$ cat config.mk
export PLATFORM = sky130hd
export DESIGN_NAME = ptw_walk_flat
export DESIGN_NICKNAME = d
export VERILOG_FILES = /design/src/design/two_level_page_table_walker_unit_defines.svh /design/src/design/ptw_pkg.sv /design/src/design/ptw_req_if.sv /design/src/design/ptw_rsp_if.sv /design/src/design/ptw_walk.sv /design/src/flat_wrapper.sv
export SDC_FILE = /design/constraint.sdc
export NUM_CORES = 1
export LEC_CHECK = 0
export ABC_AREA = 1
export BUFFER_PORTS_ARGS = -buffer_cell sky130_fd_sc_hd__buf_2
export CORE_MARGIN = 10
export CORE_UTILIZATION = 47
export CTS_CLUSTER_SIZE = 28
export DETAILED_ROUTE_END_ITERATION = 16
export GPL_ROUTABILITY_DRIVEN = 0
export PLACE_DENSITY = 0.87
export SYNTH_ARGS = -nofsm -noshare
export SYNTH_HDL_FRONTEND = slang
export SYNTH_SLANG_ARGS = --single-unit
export TNS_END_PERCENT = 20
$ cat constraint.sdc
create_clock -name clk -period 2.3 [get_ports clk]
set_clock_uncertainty 0.1 [all_clocks]
set_input_delay 0 -clock clk [delete_from_list [all_inputs] [get_ports clk]]
set_output_delay 0 -clock clk [all_outputs]
set_load 0.005 [all_outputs]
$ cat src/design/two_level_page_table_walker_unit_defines.svh
// ----------------------------------------------------------------------------
// Page table walker assertion macros
// Implication checks on the rising clock edge, masked while reset is high.
// ----------------------------------------------------------------------------
`ifndef TWO_LEVEL_PAGE_TABLE_WALKER_UNIT_DEFINES_SVH
`define TWO_LEVEL_PAGE_TABLE_WALKER_UNIT_DEFINES_SVH

// same-cycle implication
`define PTW_ASSERT_SAME(label, clk, rst, ante, cons, msg) \
  label: assert property (@(posedge clk) disable iff (rst) (ante) |-> (cons)) \
    else $error(msg);

// next-cycle implication
`define PTW_ASSERT_NEXT(label, clk, rst, ante, cons, msg) \
  label: assert property (@(posedge clk) disable iff (rst) (ante) |=> (cons)) \
    else $error(msg);

`endif

$ cat src/design/ptw_pkg.sv
// ----------------------------------------------------------------------------
// Page table walker package
// Shared widths, codes and the memory request type.
// ----------------------------------------------------------------------------
package ptw_pkg;

  localparam int PTW_PAGE_COUNT = 128;
  localparam int PAGE_BYTES     = 32;
  localparam int OFF_W          = 5;
  localparam int PAGE_NUM_W     = 7;
  localparam int VA_W           = 15;
  localparam int PA_W           = 12;
  localparam int BYTE_W         = 8;
  localparam int STATUS_W       = 2;
  localparam int ENTRY_VALID    = 7;
  localparam int TIDX_LSB       = 5;
  localparam int DIDX_LSB       = 10;

  localparam logic REQ_LOAD  = 1'b0;
  localparam logic REQ_XLATE = 1'b1;

  typedef enum logic [STATUS_W-1:0] {
    ST_OK        = 2'd0,
    ST_DIR_FAULT = 2'd1,
    ST_TBL_FAULT = 2'd2
  } status_t;

  typedef struct packed {
    logic              we;
    logic              re;
    logic [PA_W-1:0]   addr;
    logic [BYTE_W-1:0] wdata;
  } mem_req_t;

endpackage

$ cat src/design/ptw_req_if.sv
// ----------------------------------------------------------------------------
// Page table walker request channel
// Valid/ready channel carrying one load or translate request.
// ----------------------------------------------------------------------------
interface ptw_req_if
  import ptw_pkg::*;
();
  logic              valid;
  logic              ready;
  logic              req_type;
  logic [PA_W-1:0]   load_addr;
  logic [BYTE_W-1:0] load_byte;
  logic [VA_W-1:0]   virt_addr;

  modport source (output valid, req_type, load_addr, load_byte, virt_addr, input ready);
  modport sink   (input valid, req_type, load_addr, load_byte, virt_addr, output ready);
endinterface

$ cat src/design/ptw_rsp_if.sv
// ----------------------------------------------------------------------------
// Page table walker response channel
// Valid/ready channel carrying one translation result.
// ----------------------------------------------------------------------------
interface ptw_rsp_if
  import ptw_pkg::*;
();
  logic                valid;
  logic                ready;
  logic [VA_W-1:0]     virt_addr_echo;
  logic [PA_W-1:0]     phys_addr;
  logic [BYTE_W-1:0]   data_byte;
  logic [STATUS_W-1:0] status;

  modport source (output valid, virt_addr_echo, phys_addr, data_byte, status, input ready);
  modport sink   (input valid, virt_addr_echo, phys_addr, data_byte, status, output ready);
endinterface

$ cat src/design/ptw_walk.sv
// ----------------------------------------------------------------------------
// Page table walker sequencer
// Issues load writes and directory, table and data reads and registers the result.
// ----------------------------------------------------------------------------
module ptw_walk
  import ptw_pkg::*;
#(
  parameter int PAGE_COUNT = PTW_PAGE_COUNT
) (
  input  logic                  clk,
  input  logic                  rst,
  input  logic [PAGE_NUM_W-1:0] base_page,
  ptw_req_if.sink               req,
  ptw_rsp_if.source             rsp,
  output mem_req_t              mreq,
  input  logic [BYTE_W-1:0]     rd_data
);

  localparam int PG_W = (PAGE_COUNT > 1) ? $clog2(PAGE_COUNT) : 1;
  localparam int WRAP_N = 1 << PAGE_NUM_W;

  typedef enum logic [3:0] {
    S_IDLE = 4'b0001,
    S_DIR  = 4'b0010,
    S_TBL  = 4'b0100,
    S_DAT  = 4'b1000
  } state_t;

  state_t              st, st_next;
  logic [VA_W-1:0]     va, va_next;
  logic [PA_W-1:0]     pa, pa_next;
  status_t             stat, stat_next;

  logic                rsp_valid, rsp_valid_next;
  logic [VA_W-1:0]     rsp_va;
  logic [PA_W-1:0]     rsp_pa;
  logic [BYTE_W-1:0]   rsp_data;
  status_t             rsp_status;

  logic                acc;
  logic                out_free;
  logic                out_load;
  logic [PG_W-1:0]     wrap_tab [WRAP_N];

  for (genvar i = 0; i < WRAP_N; i++) begin : g_wrap
    assign wrap_tab[i] = PG_W'(i % PAGE_COUNT);
  end

  assign out_free  = !rsp_valid || rsp.ready;
  assign req.ready = (st == S_IDLE) || ((st == S_DAT) && out_free);
  assign acc       = req.valid && req.ready;
  assign out_load  = (st == S_DAT) && out_free;

  always_comb begin
    st_next        = st;
    va_next        = va;
    pa_next        = pa;
    stat_next      = stat;
    rsp_valid_next = rsp_valid;
    mreq           = '0;

    if (rsp.valid && rsp.ready) begin
      rsp_valid_next = 1'b0;
    end

    if (acc) begin
      if (req.req_type == REQ_LOAD) begin
        mreq.we    = 1'b1;
        mreq.addr  = PA_W'({wrap_tab[req.load_addr[PA_W-1:OFF_W]],
                            req.load_addr[OFF_W-1:0]});
        mreq.wdata = req.load_byte;
      end else begin
        mreq.re   = 1'b1;
        mreq.addr = PA_W'({wrap_tab[base_page],
                           req.virt_addr[DIDX_LSB +: OFF_W]});
      end
    end

    case (st)
      S_IDLE: begin
        if (acc && req.req_type == REQ_XLATE) begin
          st_next   = S_DIR;
          va_next   = req.virt_addr;
          stat_next = ST_OK;
        end
      end
      S_DIR: begin
        if (rd_data[ENTRY_VALID]) begin
          mreq.re   = 1'b1;
          mreq.addr = PA_W'({wrap_tab[rd_data[PAGE_NUM_W-1:0]], va[TIDX_LSB +: OFF_W]});
          st_next   = S_TBL;
        end else begin
          stat_next = ST_DIR_FAULT;
          st_next   = S_DAT;
        end
      end
      S_TBL: begin
        if (rd_data[ENTRY_VALID]) begin
          mreq.re   = 1'b1;
          mreq.addr = PA_W'({wrap_tab[rd_data[PAGE_NUM_W-1:0]], va[OFF_W-1:0]});
          pa_next   = {rd_data[PAGE_NUM_W-1:0], va[OFF_W-1:0]};
        end else begin
          stat_next = ST_TBL_FAULT;
        end
        st_next = S_DAT;
      end
      S_DAT: begin
        if (out_free) begin
          rsp_valid_next = 1'b1;
          if (acc && req.req_type == REQ_XLATE) begin
            st_next   = S_DIR;
            va_next   = req.virt_addr;
            stat_next = ST_OK;
          end else begin
            st_next = S_IDLE;
          end
        end
      end
      default: begin
        st_next = S_IDLE;
      end
    endcase
  end

  always_ff @(posedge clk) begin
    if (rst) begin
      st        <= S_IDLE;
      rsp_valid <= 1'b0;
    end else begin
      st        <= st_next;
      rsp_valid <= rsp_valid_next;
    end
  end

  always_ff @(posedge clk) begin
    va   <= va_next;
    pa   <= pa_next;
    stat <= stat_next;
    if (out_load) begin
      rsp_va     <= va;
      rsp_status <= stat;
      if (stat == ST_OK) begin
        rsp_pa   <= pa;
        rsp_data <= rd_data;
      end else begin
        rsp_pa   <= '0;
        rsp_data <= '0;
      end
    end
  end

  assign rsp.valid          = rsp_valid;
  assign rsp.virt_addr_echo = rsp_va;
  assign rsp.phys_addr      = rsp_pa;
  assign rsp.data_byte      = rsp_data;
  assign rsp.status         = rsp_status;

endmodule
$ cat src/flat_wrapper.sv
// flat-port wrapper written by rule: the top's interface ports become plain ports
module ptw_walk_flat import ptw_pkg::*;
#(
  parameter int PAGE_COUNT = PTW_PAGE_COUNT
)
  (clk, rst, base_page, mreq, rd_data, req_valid, req_req_type, req_load_addr, req_load_byte, req_virt_addr, req_ready, rsp_valid, rsp_virt_addr_echo, rsp_phys_addr, rsp_data_byte, rsp_status, rsp_ready);
  ptw_req_if req_i ();
  ptw_rsp_if rsp_i ();
  input  logic clk;
  input  logic rst;
  input  logic [PAGE_NUM_W-1:0] base_page;
  output mem_req_t mreq;
  input  logic [BYTE_W-1:0] rd_data;
  input wire logic [$bits(req_i.valid)-1:0] req_valid;
  input wire logic [$bits(req_i.req_type)-1:0] req_req_type;
  input wire logic [$bits(req_i.load_addr)-1:0] req_load_addr;
  input wire logic [$bits(req_i.load_byte)-1:0] req_load_byte;
  input wire logic [$bits(req_i.virt_addr)-1:0] req_virt_addr;
  output wire logic [$bits(req_i.ready)-1:0] req_ready;
  output wire logic [$bits(rsp_i.valid)-1:0] rsp_valid;
  output wire logic [$bits(rsp_i.virt_addr_echo)-1:0] rsp_virt_addr_echo;
  output wire logic [$bits(rsp_i.phys_addr)-1:0] rsp_phys_addr;
  output wire logic [$bits(rsp_i.data_byte)-1:0] rsp_data_byte;
  output wire logic [$bits(rsp_i.status)-1:0] rsp_status;
  input wire logic [$bits(rsp_i.ready)-1:0] rsp_ready;
  assign req_i.valid = req_valid;
  assign req_i.req_type = req_req_type;
  assign req_i.load_addr = req_load_addr;
  assign req_i.load_byte = req_load_byte;
  assign req_i.virt_addr = req_virt_addr;
  assign req_ready = req_i.ready;
  assign rsp_valid = rsp_i.valid;
  assign rsp_virt_addr_echo = rsp_i.virt_addr_echo;
  assign rsp_phys_addr = rsp_i.phys_addr;
  assign rsp_data_byte = rsp_i.data_byte;
  assign rsp_status = rsp_i.status;
  assign rsp_i.ready = rsp_ready;
  ptw_walk #(.PAGE_COUNT(PAGE_COUNT)) u_core (.clk(clk), .rst(rst), .base_page(base_page), .req(req_i), .rsp(rsp_i), .mreq(mreq), .rd_data(rd_data));
endmodule
==> impl_table.tex <==
\begin{tabular}{lr}
\hline
Metric & Value \\
\hline
\multicolumn{2}{l}{\textbf{Power}} \\
Ratio of total power to cell area & 641 nW/um\^{}2 \\
Leakage component of the power & 1.81 nW \\
Internal power & 1.94 mW \\
Overall Power & 2.51 mW \\
Switching Share & 22.9\% \\
Peak VDD IR & 0.000368 V \\
Sequential share of power & 57.4\% \\
Reported net switching power & 0.574 mW \\
Share of total power in the clock network & 32.4\% \\
Share of power burned in combinational logic & 10.2\% \\
\multicolumn{2}{l}{\textbf{Timing}} \\
Slew @ Worst Pin & 0.412 ns \\
Number of endpoints failing setup at the final stage & 0 \\
Max-slew violation count & 0 \\
Max transition margin & 72.5\% \\
RSZ-0062 raised after global routing & no \\
Setup TNS & 0 ns \\
FMAX & 511 MHz \\
Final worst-path cycle share & 85.0\% \\
Final min period & 1.96 ns \\
Fin. Hold Viols & 0 \\
\multicolumn{2}{l}{\textbf{Finish}} \\
Most common cell after layout, fill and taps aside & buf\_2 \\
Number of fillers in the final layout & 447 \\
Commonest non-fill, non-tap cells in the layout & 115 x buf\_2, 66 x edfxtp\_1, 38 x inv\_1 \\
Antenna Cells & 0 \\
Post-layout instance area & 3920 sq um \\
Area overhead of the layout relative to synthesis & 39.1\% \\
Number of nets in the finished design & 424 \\
Fraction of layout cells with a size suffix above 1 & 41.3\% \\
\multicolumn{2}{l}{\textbf{GRT}} \\
Global routing usage summed across all routing layers & 14.9\% \\
First-pass GRT wire length & 11500 um \\
Maximum number of pins on one net before global-route repair & 21 \\
Vias in the first global route & 2296 \\
Initial antenna violation count & 0 \\
Grt total ovfl & 0 \\
\multicolumn{2}{l}{\textbf{Routing}} \\
Number of detailed-routing iterations run before antenna repair & 6 \\
Total via count in the routed design & 2105 \\
DRC viols & 0 \\
Routed len/inst & 16.1 um \\
DRC violation total after the first TritonRoute iteration & 89 \\
Count of antenna-violating nets left after detailed routing & 0 \\
Final Routed Wirelength & 7230 um \\
Mean number of vias per cell & 4.70 \\
\multicolumn{2}{l}{\textbf{Worst setup path}} \\
Critical Path Most Common Cell & nand2\_1 \\
Critical path, cell by cell & nor2\_2 -> nand3\_1 -> inv\_1 -> nand2\_1 -> clkinvlp\_4 -> nand2\_1 -> nand4\_1 -> buf\_2 \\
Arrival time at the worst endpoint & 1.86 ns \\
CP Launch Type & register \\
Worst r2r src & u\_core.st[2] \\
Slowest stage cell, crit path & dfxtp\_1 \\
Startpoint-to-endpoint class of the critical path & reg2out \\
Largest fanout on the critical path & 17 \\
Crit-path max cell delay & 0.38 ns \\
Sort of element at the end of the critical path & output port \\
Worst Path Required & 2.20 ns \\
Worst setup startpoint & u\_core.st[1] \\
\multicolumn{2}{l}{\textbf{Clock network}} \\
Count of H-tree levels built during CTS & 3 \\
Later-pin clock latency in the skew report & 0.33 ns \\
Number of CTS-inserted buffers & 9 \\
CTS max path bufs & 2 \\
CTS Sinks & 71 \\
Clock tree from TritonCTS & done \\
Clock input transition at the sequential cells of the worst setup and hold paths & 0.07 ns \\
Post CTS Setup Buffer Count & 0 \\
Root Buffer & clkbuf\_8 \\
\multicolumn{2}{l}{\textbf{Worst hold path}} \\
Kind of path behind the tightest hold check & in2reg \\
Launch point of the worst hold path & req\_req\_type \\
\multicolumn{2}{l}{\textbf{Logic synthesis}} \\
Yosys cell types & 24 \\
Xor/xnor cell area share of the yosys netlist & 0\% \\
Mux share of post-synthesis cell area & 2.49\% \\
Largest family of logic cells by synthesized area & simple AND/OR/NAND/NOR gates \\
Synth top area cells & edfxtp\_1 70\%, inv\_1 5.2\%, nand2\_1 3.9\% \\
Fraction of the mapped netlist area in adder cells & 0\% \\
Netlist area before placement & 2820 sq um \\
Synth Register Bits & 71 \\
Syn\_nets & 272 \\
Post-synthesis sequential area ratio & 74.0\% \\
YS warnings & 0 \\
Avg Synthesized Cell Area & 13.0 sq um \\
Number of cells produced by synthesis & 217 \\
Post-synth top area cell & edfxtp\_1 \\
Share of the synthesized area in compound gates (AO/OA/AOI/OAI) & 2.49\% \\
Simple-gate area share of the yosys netlist & 14.7\% \\
Portion of synthesized cell area occupied by the leading cell type & 70.4\% \\
\multicolumn{2}{l}{\textbf{Die}} \\
Number of ports placed on the die boundary & 116 \\
Core area & 5850 sq um \\
Vertical extent of the die & 97.4 um \\
Placement Rows & 28 \\
Initial cell density of the core & 48.1\% \\
Die span in x & 97.4 um \\
Floorplan die area & 9490 sq um \\
\multicolumn{2}{l}{\textbf{Placed design}} \\
Placement Cell Area & 3490 sq um \\
Number of buffers added on ports & 115 \\
Detailed placer's ending HPWL & 5080 um \\
\multicolumn{2}{l}{\textbf{Flow run}} \\
Max Cap Violations & 0 \\
\multicolumn{2}{l}{\textbf{Status}} \\
Run status & completed \\
\hline
\end{tabular}
[worst paths after layout]
check	end	slack (ns)	cells after the start
worst max-delay path	mreq[9]	0.34	8
worst min-delay path	u_core.st[0]	0.12	4
worst max register to register	u_core.st[1]	0.63	6
worst min register to register	u_core.rsp.virt_addr_echo[10]	0.32	0
[cell usage after synthesis]
cell type / instances
nand2_2: 2
inv_2: 3
inv_6: 1
mux2i_1: 7
nand2_4: 2
or2_2: 1
inv_1: 39
edfxtp_1: 66
dfxtp_1: 5
nor2_8: 1
o22ai_1: 7
a31oi_1: 1
nand2_1: 29
nand3_1: 3
nor2_1: 24
a21oi_1: 2
nor2_4: 1
nand4_1: 6
nand3_4: 1
clkbuf_1: 2
buf_2: 1
nand3_2: 1
o21ai_0: 2
nor2_2: 10
[critical path, delay by kind of cell (launching register included)]
family / cells / cell delay (ns)
flip-flops: 1 / 0.38
buffers and inverters: 3 / 0.56
AND/OR/NAND/NOR: 5 / 0.59
[cells by family after synthesis]
| family | count (synthesis) |
|---|---|
| muxes | 7 |
| AOI/OAI and AO/OA | 12 |
| buffers and inverters | 46 |
| DFF | 71 |
| and+or+nand+nor | 81 |
[power by group through the flow]
stage / Sequential (mW) / Clock (mW) / Combinational [mW]
after floorplan: 1.47 / 0 / 0.115
after global placement: 1.47 / 0 / 0.215
after detailed placement: 1.47 / 0 / 0.222
after CTS: 1.44 / 0.831 / 0.259
after global routing: 1.44 / 0.888 / 0.286
final: 1.44 / 0.813 / 0.257
[layout make-up]
class                   instances  area (sq um)  area share [%]
flip-flops and latches         71          2080            53.2
clock inverters                 4          23.8           0.607
inverters                      43           170            4.35
well taps                      75          93.8            2.40
repair buffers                144           861            22.0
clock buffers                  11           131            3.35
multi-input cells             100           554            14.2
[registers in the layout, indices dropped and copies added (netlist names)]
| signal | count |
|---|---|
| u_core.pa | 12 |
| u_core.rsp.data_byte | 8 |
| u_core.rsp.phys_addr | 12 |
| u_core.rsp.status | 2 |
| u_core.rsp.valid | 1 |
| u_core.rsp.virt_addr_echo | 15 |
| u_core.st | 4 |
| u_core.stat | 2 |
| u_core.va | 15 |
[metrics by stage]
| step | utilization, % | setup slack (ns) | hold slack, ns | std cells |
|---|---|---|---|---|
| after floorplan | - | 0.501 | -0.0309 | 217 |
| after global placement | 59.6 | 0.597 | 0.0778 | 406 |
| after detailed placement | 59.6 | 0.507 | 0.0783 | 406 |
| after CTS | 66.9 | 0.158 | 0.118 | 448 |
| after global routing | 66.9 | 0.155 | 0.157 | 448 |
| final | 66.9 | 0.344 | 0.125 | 448 |
[routing by layer]
metal	part of all wire, %	GRT usage (%)
met4	1.4	6.04
met3	8.9	6.12
met2	51	25.3
met1	39	16.2
met5	0	0
[timing repair]
item / in CTS / in global routing
resized for setup: 0 / 1
endpoints found under the hold margin: 35 / 0
setup endpoints to repair: 0 / 4
hold buffers: 27 / 0
(Power assumes the default switching activity.)
